**config.mk**
```make
export PLATFORM = sky130hd
export DESIGN_NAME = shelf_rect_packer
export DESIGN_NICKNAME = d
export VERILOG_FILES = /design/src/sv/srp_pkg.sv /design/src/sv/srp_ram.sv /design/src/sv/shelf_rect_packer.sv
export SDC_FILE = /design/constraint.sdc
export NUM_CORES = 2
export LEC_CHECK = 0
export ABC_AREA = 0
export BUFFER_PORTS_ARGS = -buffer_cell sky130_fd_sc_hd__buf_2
export CORE_UTILIZATION = 70
export CTS_BUF_LIST = sky130_fd_sc_hd__clkbuf_8
export CTS_CLUSTER_SIZE = 24
export DETAILED_ROUTE_END_ITERATION = 6
export PLACE_DENSITY_LB_ADDON = 0.15
export SYNTH_ARGS = -nofsm -noshare
export SYNTH_HDL_FRONTEND = slang
export SYNTH_SLANG_ARGS = --single-unit
```
**constraint.sdc**
```tcl
create_clock -name i_clk -period 12 [get_ports i_clk]
set_input_delay 0.6 -clock i_clk [delete_from_list [all_inputs] [get_ports i_clk]]
set_output_delay 0.6 -clock i_clk [all_outputs]
set_load 0.05 [all_outputs]
```
**src/sv/srp_pkg.sv**
```systemverilog
// Shared types and constants for the shelf rectangle packer.
package srp_pkg;

    localparam int DIM_W  = 13;   // atlas and rectangle dimensions
    localparam int PDIM_W = 14;   // padded dimension
    localparam int SUM_W  = 15;   // dimension plus padded dimension
    localparam int POS_W  = 12;
    localparam int AREA_W = 25;
    localparam int PROD_W = 2 * DIM_W;
    localparam int STAT_W = 3;

    localparam logic [AREA_W-1:0] AREA_MAX = {AREA_W{1'b1}};

    localparam logic [STAT_W-1:0] ST_PLACED     = 3'd0;
    localparam logic [STAT_W-1:0] ST_BAD_SIZE   = 3'd1;
    localparam logic [STAT_W-1:0] ST_TOO_LARGE  = 3'd2;
    localparam logic [STAT_W-1:0] ST_ATLAS_FULL = 3'd3;
    localparam logic [STAT_W-1:0] ST_TABLE_FULL = 3'd4;
    localparam logic [STAT_W-1:0] ST_CLEARED    = 3'd5;

    localparam logic OP_INSERT = 1'b0;
    localparam logic OP_CLEAR  = 1'b1;

    localparam logic REG_ATLAS_WIDTH  = 1'b0;
    localparam logic REG_ATLAS_HEIGHT = 1'b1;

    typedef enum logic [2:0] {
        S_IDLE,
        S_CHECK,
        S_SCAN,
        S_SCAN_END,
        S_DECIDE,
        S_EMIT
    } t_state;

    // One shelf table entry.
    typedef struct packed {
        logic [DIM_W-1:0] top;
        logic [DIM_W-1:0] tall;
        logic [DIM_W-1:0] fill;
    } t_shelf;

endpackage

```
**src/sv/srp_ram.sv**
```systemverilog
// Generic single-write, single-read RAM with registered read data.
module srp_ram #(
    parameter int WIDTH = 8,
    parameter int DEPTH = 16
) (
    input  logic                             i_clk,
    input  logic                             i_we,
    input  logic [$clog2(DEPTH > 1 ? DEPTH : 2)-1:0] i_waddr,
    input  logic [WIDTH-1:0]                 i_wdata,
    input  logic [$clog2(DEPTH > 1 ? DEPTH : 2)-1:0] i_raddr,
    output logic [WIDTH-1:0]                 o_rdata
);

    logic [WIDTH-1:0] r_mem [DEPTH];
    logic [WIDTH-1:0] r_rdata;

    always_ff @(posedge i_clk) begin
        if (i_we) begin
            r_mem[i_waddr] <= i_wdata;
        end
        r_rdata <= r_mem[i_raddr];
    end

    assign o_rdata = r_rdata;

endmodule

```
**src/sv/shelf_rect_packer.sv**
```systemverilog
// Shelf rectangle packer: best-fit shelf placement into a fixed-size atlas.
//
// Each insert pads the rectangle by PADDING pixels on every side and places
// it into the open shelf that has room across and wastes the least height
// (earliest shelf on a tie); if none fits, a new shelf opens below the last
// one if there is room. A clear (operation 1) empties the shelf table and the
// used-area count. Every input transfer gives exactly one result transfer.
// The shelf table lives in a single RAM with a registered read port; the
// search walks it one shelf per cycle and a single compare unit keeps the
// running best candidate. An insert into an empty table skips the search;
// clears and size-rejected inserts go straight to the result. The input is
// stalled while an item is in work; a finished result sits in the output
// register and the next item may be accepted while it waits. The user must
// write the atlas width and height registers through the config port only
// while the block is idle; the block itself does not enforce this. Values
// above MAX_DIM are clamped to MAX_DIM. No clearing pass is needed after
// reset: only shelves below the open count are ever read.
module shelf_rect_packer
    import srp_pkg::*;
#(
    parameter int MAX_SHELVES = 64,
    parameter int PADDING     = 1,
    parameter int MAX_DIM     = 4096
) (
    input  logic                 i_clk,
    input  logic                 i_rst_n,
    // input item channel
    input  logic                 i_valid,
    output logic                 o_stall,
    input  logic                 i_operation,
    input  logic [DIM_W-1:0]     i_rect_width,
    input  logic [DIM_W-1:0]     i_rect_height,
    // result channel
    output logic                 o_valid,
    input  logic                 i_stall,
    output logic [STAT_W-1:0]    o_status,
    output logic [POS_W-1:0]     o_pos_x,
    output logic [POS_W-1:0]     o_pos_y,
    output logic [AREA_W-1:0]    o_used_area,
    output logic [DIM_W-1:0]     o_remaining_height,
    // config write channel
    input  logic                 i_cfg_valid,
    output logic                 o_cfg_ready,
    input  logic                 i_cfg_index,
    input  logic [DIM_W-1:0]     i_cfg_data
);

    localparam int AW = (MAX_SHELVES > 1) ? $clog2(MAX_SHELVES) : 1;
    localparam int CW = $clog2(MAX_SHELVES + 1);
    localparam logic [CW-1:0]     MAX_CNT   = CW'(MAX_SHELVES);
    localparam logic [SUM_W-1:0]  MAX_DIM_V = SUM_W'(MAX_DIM);
    localparam logic [DIM_W-1:0]  RST_DIM   = DIM_W'((MAX_DIM < 1024) ? MAX_DIM : 1024);
    localparam logic [PDIM_W-1:0] PAD2      = PDIM_W'(2 * PADDING);
    localparam logic [SUM_W-1:0]  PAD1      = SUM_W'(PADDING);
    localparam int SW = $bits(t_shelf);

    // ---------------------------------------------------------------
    // registers
    // ---------------------------------------------------------------
    t_state              r_state, n_state;
    logic [DIM_W-1:0]    r_atlas_w, n_atlas_w;
    logic [DIM_W-1:0]    r_atlas_h, n_atlas_h;
    logic [CW-1:0]       r_count, n_count;      // open shelves
    logic [AREA_W-1:0]   r_area, n_area;        // used area
    logic [DIM_W-1:0]    r_bottom, n_bottom;    // bottom edge of last shelf
    logic                r_out_valid, n_out_valid;
    logic                r_rd_vld, n_rd_vld;    // RAM read data valid

    logic                r_op, n_op;
    logic [DIM_W-1:0]    r_w, n_w;
    logic [DIM_W-1:0]    r_h, n_h;
    logic [PROD_W-1:0]   r_prod, n_prod;
    logic [CW-1:0]       r_idx, n_idx;          // scan read index
    logic [AW-1:0]       r_rd_idx, n_rd_idx;    // index of data on RAM output
    logic                r_found, n_found;
    logic [DIM_W-1:0]    r_best_waste, n_best_waste;
    logic [AW-1:0]       r_best_idx, n_best_idx;
    t_shelf              r_best, n_best;
    logic [STAT_W-1:0]   r_status, n_status;
    logic [POS_W-1:0]    r_x, n_x;
    logic [POS_W-1:0]    r_y, n_y;
    logic [STAT_W-1:0]   r_o_status, n_o_status;
    logic [POS_W-1:0]    r_o_x, n_o_x;
    logic [POS_W-1:0]    r_o_y, n_o_y;
    logic [AREA_W-1:0]   r_o_area, n_o_area;
    logic [DIM_W-1:0]    r_o_rem, n_o_rem;

    // ---------------------------------------------------------------
    // shelf table
    // ---------------------------------------------------------------
    logic          ram_we;
    logic [AW-1:0] ram_waddr;
    t_shelf        ram_wdata;
    logic [SW-1:0] ram_rdata;
    t_shelf        rd_shelf;

    srp_ram #(
        .WIDTH (SW),
        .DEPTH (MAX_SHELVES)
    ) u_shelf_ram (
        .i_clk   (i_clk),
        .i_we    (ram_we),
        .i_waddr (ram_waddr),
        .i_wdata (ram_wdata),
        .i_raddr (r_idx[AW-1:0]),
        .o_rdata (ram_rdata)
    );

    assign rd_shelf = t_shelf'(ram_rdata);

    // ---------------------------------------------------------------
    // datapath helpers
    // ---------------------------------------------------------------
    logic              in_xfer;
    logic              out_xfer;
    logic [PDIM_W-1:0] pw, ph;
    logic [SUM_W-1:0]  cfg_ext;
    logic [DIM_W-1:0]  cfg_clamped;
    logic              fit;
    logic [DIM_W-1:0]  waste;
    logic [SUM_W-1:0]  new_bottom;
    logic [AREA_W+1:0] area_sum;

    assign in_xfer  = i_valid && !o_stall;
    assign out_xfer = r_out_valid && !i_stall;

    assign pw = PDIM_W'(r_w) + PAD2;
    assign ph = PDIM_W'(r_h) + PAD2;

    assign cfg_ext     = SUM_W'(i_cfg_data);
    assign cfg_clamped = (cfg_ext > MAX_DIM_V) ? DIM_W'(MAX_DIM_V) : i_cfg_data;

    // shared compare unit: does the shelf on the RAM output take this item
    assign fit = (SUM_W'(rd_shelf.fill) + SUM_W'(pw) <= SUM_W'(r_atlas_w))
              && (PDIM_W'(rd_shelf.tall) >= ph);
    assign waste = DIM_W'(PDIM_W'(rd_shelf.tall) - ph);

    assign new_bottom = SUM_W'(r_bottom) + SUM_W'(ph);
    assign area_sum   = (AREA_W+2)'(r_area) + (AREA_W+2)'(r_prod);

    // ---------------------------------------------------------------
    // sequencer
    // ---------------------------------------------------------------
    always_comb begin
        n_state      = r_state;
        n_atlas_w    = r_atlas_w;
        n_atlas_h    = r_atlas_h;
        n_count      = r_count;
        n_area       = r_area;
        n_bottom     = r_bottom;
        n_out_valid  = out_xfer ? 1'b0 : r_out_valid;
        n_rd_vld     = 1'b0;
        n_op         = r_op;
        n_w          = r_w;
        n_h          = r_h;
        n_prod       = r_prod;
        n_idx        = r_idx;
        n_rd_idx     = r_idx[AW-1:0];
        n_found      = r_found;
        n_best_waste = r_best_waste;
        n_best_idx   = r_best_idx;
        n_best       = r_best;
        n_status     = r_status;
        n_x          = r_x;
        n_y          = r_y;
        n_o_status   = r_o_status;
        n_o_x        = r_o_x;
        n_o_y        = r_o_y;
        n_o_area     = r_o_area;
        n_o_rem      = r_o_rem;
        ram_we       = 1'b0;
        ram_waddr    = r_count[AW-1:0];
        ram_wdata    = '{top: r_bottom, tall: DIM_W'(ph), fill: DIM_W'(pw)};

        if (i_cfg_valid) begin
            case (i_cfg_index)
                REG_ATLAS_WIDTH:  n_atlas_w = cfg_clamped;
                REG_ATLAS_HEIGHT: n_atlas_h = cfg_clamped;
                default: ;
            endcase
        end

        // best-candidate update whenever a shelf is on the RAM output
        if (r_rd_vld && fit && (!r_found || waste < r_best_waste)) begin
            n_found      = 1'b1;
            n_best_waste = waste;
            n_best_idx   = r_rd_idx;
            n_best       = rd_shelf;
        end

        case (r_state)
            S_IDLE: begin
                if (in_xfer) begin
                    n_op    = i_operation;
                    n_w     = i_rect_width;
                    n_h     = i_rect_height;
                    n_state = S_CHECK;
                end
            end
            S_CHECK: begin
                n_prod  = r_w * r_h;
                n_found = 1'b0;
                n_idx   = '0;
                n_x     = '0;
                n_y     = '0;
                n_state = S_EMIT;
                if (r_op == OP_CLEAR) begin
                    n_count  = '0;
                    n_area   = '0;
                    n_bottom = '0;
                    n_status = ST_CLEARED;
                end else if (r_w == '0 || r_h == '0) begin
                    n_status = ST_BAD_SIZE;
                end else if (pw > PDIM_W'(r_atlas_w) || ph > PDIM_W'(r_atlas_h)) begin
                    n_status = ST_TOO_LARGE;
                end else if (r_count == '0) begin
                    n_state = S_DECIDE;
                end else begin
                    n_state = S_SCAN;
                end
            end
            S_SCAN: begin
                // issue one shelf read per cycle
                n_rd_vld = 1'b1;
                if (r_idx == r_count - CW'(1)) begin
                    n_state = S_SCAN_END;
                end else begin
                    n_idx = r_idx + CW'(1);
                end
            end
            S_SCAN_END: begin
                // last shelf is compared this cycle
                n_state = S_DECIDE;
            end
            S_DECIDE: begin
                n_state = S_EMIT;
                if (r_found) begin
                    ram_we    = 1'b1;
                    ram_waddr = r_best_idx;
                    ram_wdata = '{top:  r_best.top,
                                  tall: r_best.tall,
                                  fill: DIM_W'(SUM_W'(r_best.fill) + SUM_W'(pw))};
                    n_status  = ST_PLACED;
                    n_x       = POS_W'(SUM_W'(r_best.fill) + PAD1);
                    n_y       = POS_W'(SUM_W'(r_best.top) + PAD1);
                    n_area    = (area_sum > (AREA_W+2)'(AREA_MAX)) ? AREA_MAX
                                                                   : AREA_W'(area_sum);
                end else if (new_bottom > SUM_W'(r_atlas_h)) begin
                    n_status = ST_ATLAS_FULL;
                end else if (r_count >= MAX_CNT) begin
                    n_status = ST_TABLE_FULL;
                end else begin
                    // open a new shelf below the last one
                    ram_we   = 1'b1;
                    n_count  = r_count + CW'(1);
                    n_bottom = DIM_W'(new_bottom);
                    n_status = ST_PLACED;
                    n_x      = POS_W'(PAD1);
                    n_y      = POS_W'(SUM_W'(r_bottom) + PAD1);
                    n_area   = (area_sum > (AREA_W+2)'(AREA_MAX)) ? AREA_MAX
                                                                  : AREA_W'(area_sum);
                end
            end
            S_EMIT: begin
                // wait for the output register to free up
                if (!r_out_valid || !i_stall) begin
                    n_out_valid = 1'b1;
                    n_o_status  = r_status;
                    n_o_x       = r_x;
                    n_o_y       = r_y;
                    n_o_area    = r_area;
                    n_o_rem     = (r_atlas_h > r_bottom) ? r_atlas_h - r_bottom : '0;
                    n_state     = S_IDLE;
                end
            end
            default: n_state = S_IDLE;
        endcase
    end

    // control state
    always_ff @(posedge i_clk) begin
        if (!i_rst_n) begin
            r_state     <= S_IDLE;
            r_atlas_w   <= RST_DIM;
            r_atlas_h   <= RST_DIM;
            r_count     <= '0;
            r_area      <= '0;
            r_bottom    <= '0;
            r_out_valid <= 1'b0;
            r_rd_vld    <= 1'b0;
        end else begin
            r_state     <= n_state;
            r_atlas_w   <= n_atlas_w;
            r_atlas_h   <= n_atlas_h;
            r_count     <= n_count;
            r_area      <= n_area;
            r_bottom    <= n_bottom;
            r_out_valid <= n_out_valid;
            r_rd_vld    <= n_rd_vld;
        end
    end

    // payload
    always_ff @(posedge i_clk) begin
        r_op         <= n_op;
        r_w          <= n_w;
        r_h          <= n_h;
        r_prod       <= n_prod;
        r_idx        <= n_idx;
        r_rd_idx     <= n_rd_idx;
        r_found      <= n_found;
        r_best_waste <= n_best_waste;
        r_best_idx   <= n_best_idx;
        r_best       <= n_best;
        r_status     <= n_status;
        r_x          <= n_x;
        r_y          <= n_y;
        r_o_status   <= n_o_status;
        r_o_x        <= n_o_x;
        r_o_y        <= n_o_y;
        r_o_area     <= n_o_area;
        r_o_rem      <= n_o_rem;
    end

    assign o_stall            = (r_state != S_IDLE);
    assign o_cfg_ready        = 1'b1;
    assign o_valid            = r_out_valid;
    assign o_status           = r_o_status;
    assign o_pos_x            = r_o_x;
    assign o_pos_y            = r_o_y;
    assign o_used_area        = r_o_area;
    assign o_remaining_height = r_o_rem;

endmodule

```
==> impl_metrics.tcl <==
set metrics [dict create \
    drc 0 \
    pin_count 114 \
    rsz0062_at_grt "false" \
    achievable-frequency_mhz 125 \
    tightest_slew_ps 1310 \
    seq_area_mm2 0.0817 \
    fin_crit_sh 0.668 \
    rows 148 \
    yosysUniqueCellTypes 85 \
    path_clk_slew_ps 70 \
    overflow 0 \
    stdcell_area_mm2 0.128 \
    h-tree-depth 5 \
    pre_cts_ws_ps 4190 \
    async_flop_share 0 \
    end_kind "flop" \
    maxCapViolCount 0 \
    cts_buffers 426 \
    clock_path_buffers 4 \
    vdd_drop_max_mv 0.199 \
    die-area_mm2 0.166 \
    antenna_found_initial 35 \
    dpl.hpwl_um 183000 \
    synthFlopType "edfxtp_1" \
    ys_seq_area_frac 0.709 \
    grt_use_total 0.360 \
    fill_cells 8126 \
    start_util 0.707 \
    post_cts_buffers 0 \
    cts_resized 0 \
    cts.root.buffer_cell "clkbuf_8" \
    worst_ep_required_time_ps 12690 \
    placed_cell_area_mm2 0.120 \
    syn_inst 5838 \
    wl_um 297000 \
    die_y_um 408 \
    clkSinkCount 2762 \
    final_cell_mix "2641 x edfxtp_1, 798 x mux4_2, 447 x clkbuf_8, 419 x inv_1, 251 x nand2_1" \
    cp-start-kind "flop" \
    p_leak_nw 43.7 \
    min_path_type "in -> reg" \
    fin_skew_ps 114 \
    ant_nets 0 \
    path_max_fanout 38 \
    vias 60913 \
    die-width_um 408 \
    post_drt_wl_per_cell_um 33.7 \
    globalplace.congestion 0.929 \
    tns_ps 0 \
    period_needed_ps 8010 \
    p_per_area_mw_per_mm2 178 \
    drt_iter0_drc 8628 \
    netlist_area_mm2 0.115 \
    finalNonFillerCells 8807 \
    core_mm2 0.163 \
    grt_pass1_vias 60302 \
    first_pass_iters 7 \
    grt_max_degree 133 \
    setup_viol 0 \
    area_delta_synth_final_pct 10.7 \
    slew_headroom 0.128 \
    viasPerCell 6.92 \
    io_buffer_count 112 \
    cts_tree "done" \
    synth_edf_count 2641 \
    yosys_warnings 0 \
    placedCellCount 7995 \
    cp.arrival_ps 8700 \
    drive_gt1_frac 0.256 \
    crit_type "reg -> reg" \
    multiInputGateArea_mm2 0.0324 \
    slew_viol_final 0 \
    final_common_cell "edfxtp_1" \
    avgSynthCellArea_um2 19.8 \
    finalWorstSetupSlack_ps 3990 \
    synth_nets 6242 \
    status "completed" \
    hold_viol 0 \
    clock_latency_ps 1110 \
    grt_first_pass_wirelength_um 420000 \
    nNetsFinal 6693 \
    ys_ff_latch 2762 \
]
==> synth_stat cells (all sizes together) (15+ instances only) <==
cell,number,area share
fa,127,0.022
xor2,50,0.0038
clkbuf,197,0.0064
edfxtp,2641,0.69
nor2b,40,0.0022
nand2b,23,0.0012
a21o,35,0.0023
mux2,15,0.0015
a21boi,36,0.0023
nand2,253,0.0083
dfxtp,121,0.021
nand3,44,0.0019
and3,31,0.0017
nor2,211,0.0069
o21ai,82,0.0036
a221o,24,0.0021
a21oi,107,0.0047
buf,68,0.0024
nand4,17,0.00092
inv,283,0.0092
and2,77,0.0042
nor3,36,0.0016
mux4,798,0.16
o21a,32,0.0021
xnor2,97,0.0074
ha,231,0.025
==> report_power, final <==
part | switching [mW] | internal (mW) | total (mW)
Combinational | 2.67 | 1.73 | 4.40
Sequential | 0.163 | 10.9 | 11.1
Clock | 3.56 | 3.62 | 7.18
Total | 6.39 | 16.3 | 22.7
==> worst max-delay path, cell delays in order (launching register included) <==
cell and delay [ps]:
edfxtp_1 790, ha_1 390, nand3_1 130, xor2_1 440
inv_1 120, ha_1 240, or3_1 400, o21ai_0 310
o21bai_1 170, a31oi_1 240, xnor2_1 190, ha_1 300
a211oi_1 240, o221ai_1 180, o31ai_1 510, o211ai_2 300
o31ai_1 470, nand3_1 950, nor2_4 1260
==> registers in the layout (all words and copies together) (netlist names), 13 cells and up <==
| name | flops |
|---|---|
| r_bottom | 13 |
| r_best | 38 |
| r_atlas_h | 13 |
| r_best_waste | 13 |
| o_remaining_height | 13 |
| r_prod | 26 |
| r_area | 25 |
| r_atlas_w | 13 |
| o_used_area | 25 |
| r_h | 13 |
| r_w | 13 |
| u_shelf_ram.r_mem | 2432 |
| u_shelf_ram.o_rdata | 38 |
==> final cells by class <==
type / instances / share of cell area
clock inverter: 313 / 0.0118
inverter: 283 / 0.00832
clock buffer: 447 / 0.0482
antenna: 11 / 0.000216
multi-input combinational: 2528 / 0.254
sequential: 2762 / 0.640
timing repair buffer: 288 / 0.0162
tap: 2175 / 0.0213
==> what timing repair did <==
item,4_1_cts,5_1_grt
hold buffers,41,0
hold endpoints to repair,53,0
endpoints found under the setup margin,0,0
==> final timing paths <==
kind	slack, ps	depth (start not counted)	endpoint	from
worst min register to register	390	0	r_best[28]$_DFFE_PP_	u_shelf_ram.o_rdata[28]$_DFF_P_
worst min-delay path	80	3	r_atlas_h[10]$_SDFFE_PN1P_	i_rst_n
worst max register to register	3990	18	u_shelf_ram.r_mem[30][37]$_DFFE_PP_	r_h[1]$_DFFE_PP_
worst max-delay path	3990	18	u_shelf_ram.r_mem[30][37]$_DFFE_PP_	r_h[1]$_DFFE_PP_
==> metal layers <==
metal	global-route usage	vias up	share of wire
met5	0	-	0.00063
met4	0.136	28	0.043
met3	0.0801	683	0.12
met2	0.559	4497	0.48
met1	0.511	31253	0.36
li1	-	24452	-
==> through the flow <==
| stage | power (mW) | hold slack, ps | utilization |
|---|---|---|---|
| 2_1_floorplan | 14.2 | 346 | - |
| 3_3_place_gp | 15.5 | 386 | 0.733 |
| 3_5_place_dp | 15.6 | 389 | 0.733 |
| 4_1_cts | 22.6 | 7.51 | 0.782 |
| 5_1_grt | 23.5 | 74.0 | 0.782 |
| 6_report | 22.7 | 83.2 | 0.782 |
==> cells by family (layout without fill, tap and decap cells) <==
logic type | Yosys count | in the layout | share of synthesized area
and+or+nand+nor | 785 | 785 | 0.0325
adders and majority gates | 358 | 358 | 0.0471
xor gates and xnor gates | 147 | 147 | 0.0112
AOI/OAI and AO/OA | 416 | 416 | 0.0245
buffers and inverters | 548 | 1331 | 0.0181
muxes | 821 | 821 | 0.158
other | 1 | 12 | 0.0000325
DFF | 2762 | 2762 | 0.709
No activity file was read; power rests on OpenSTA's default activity.
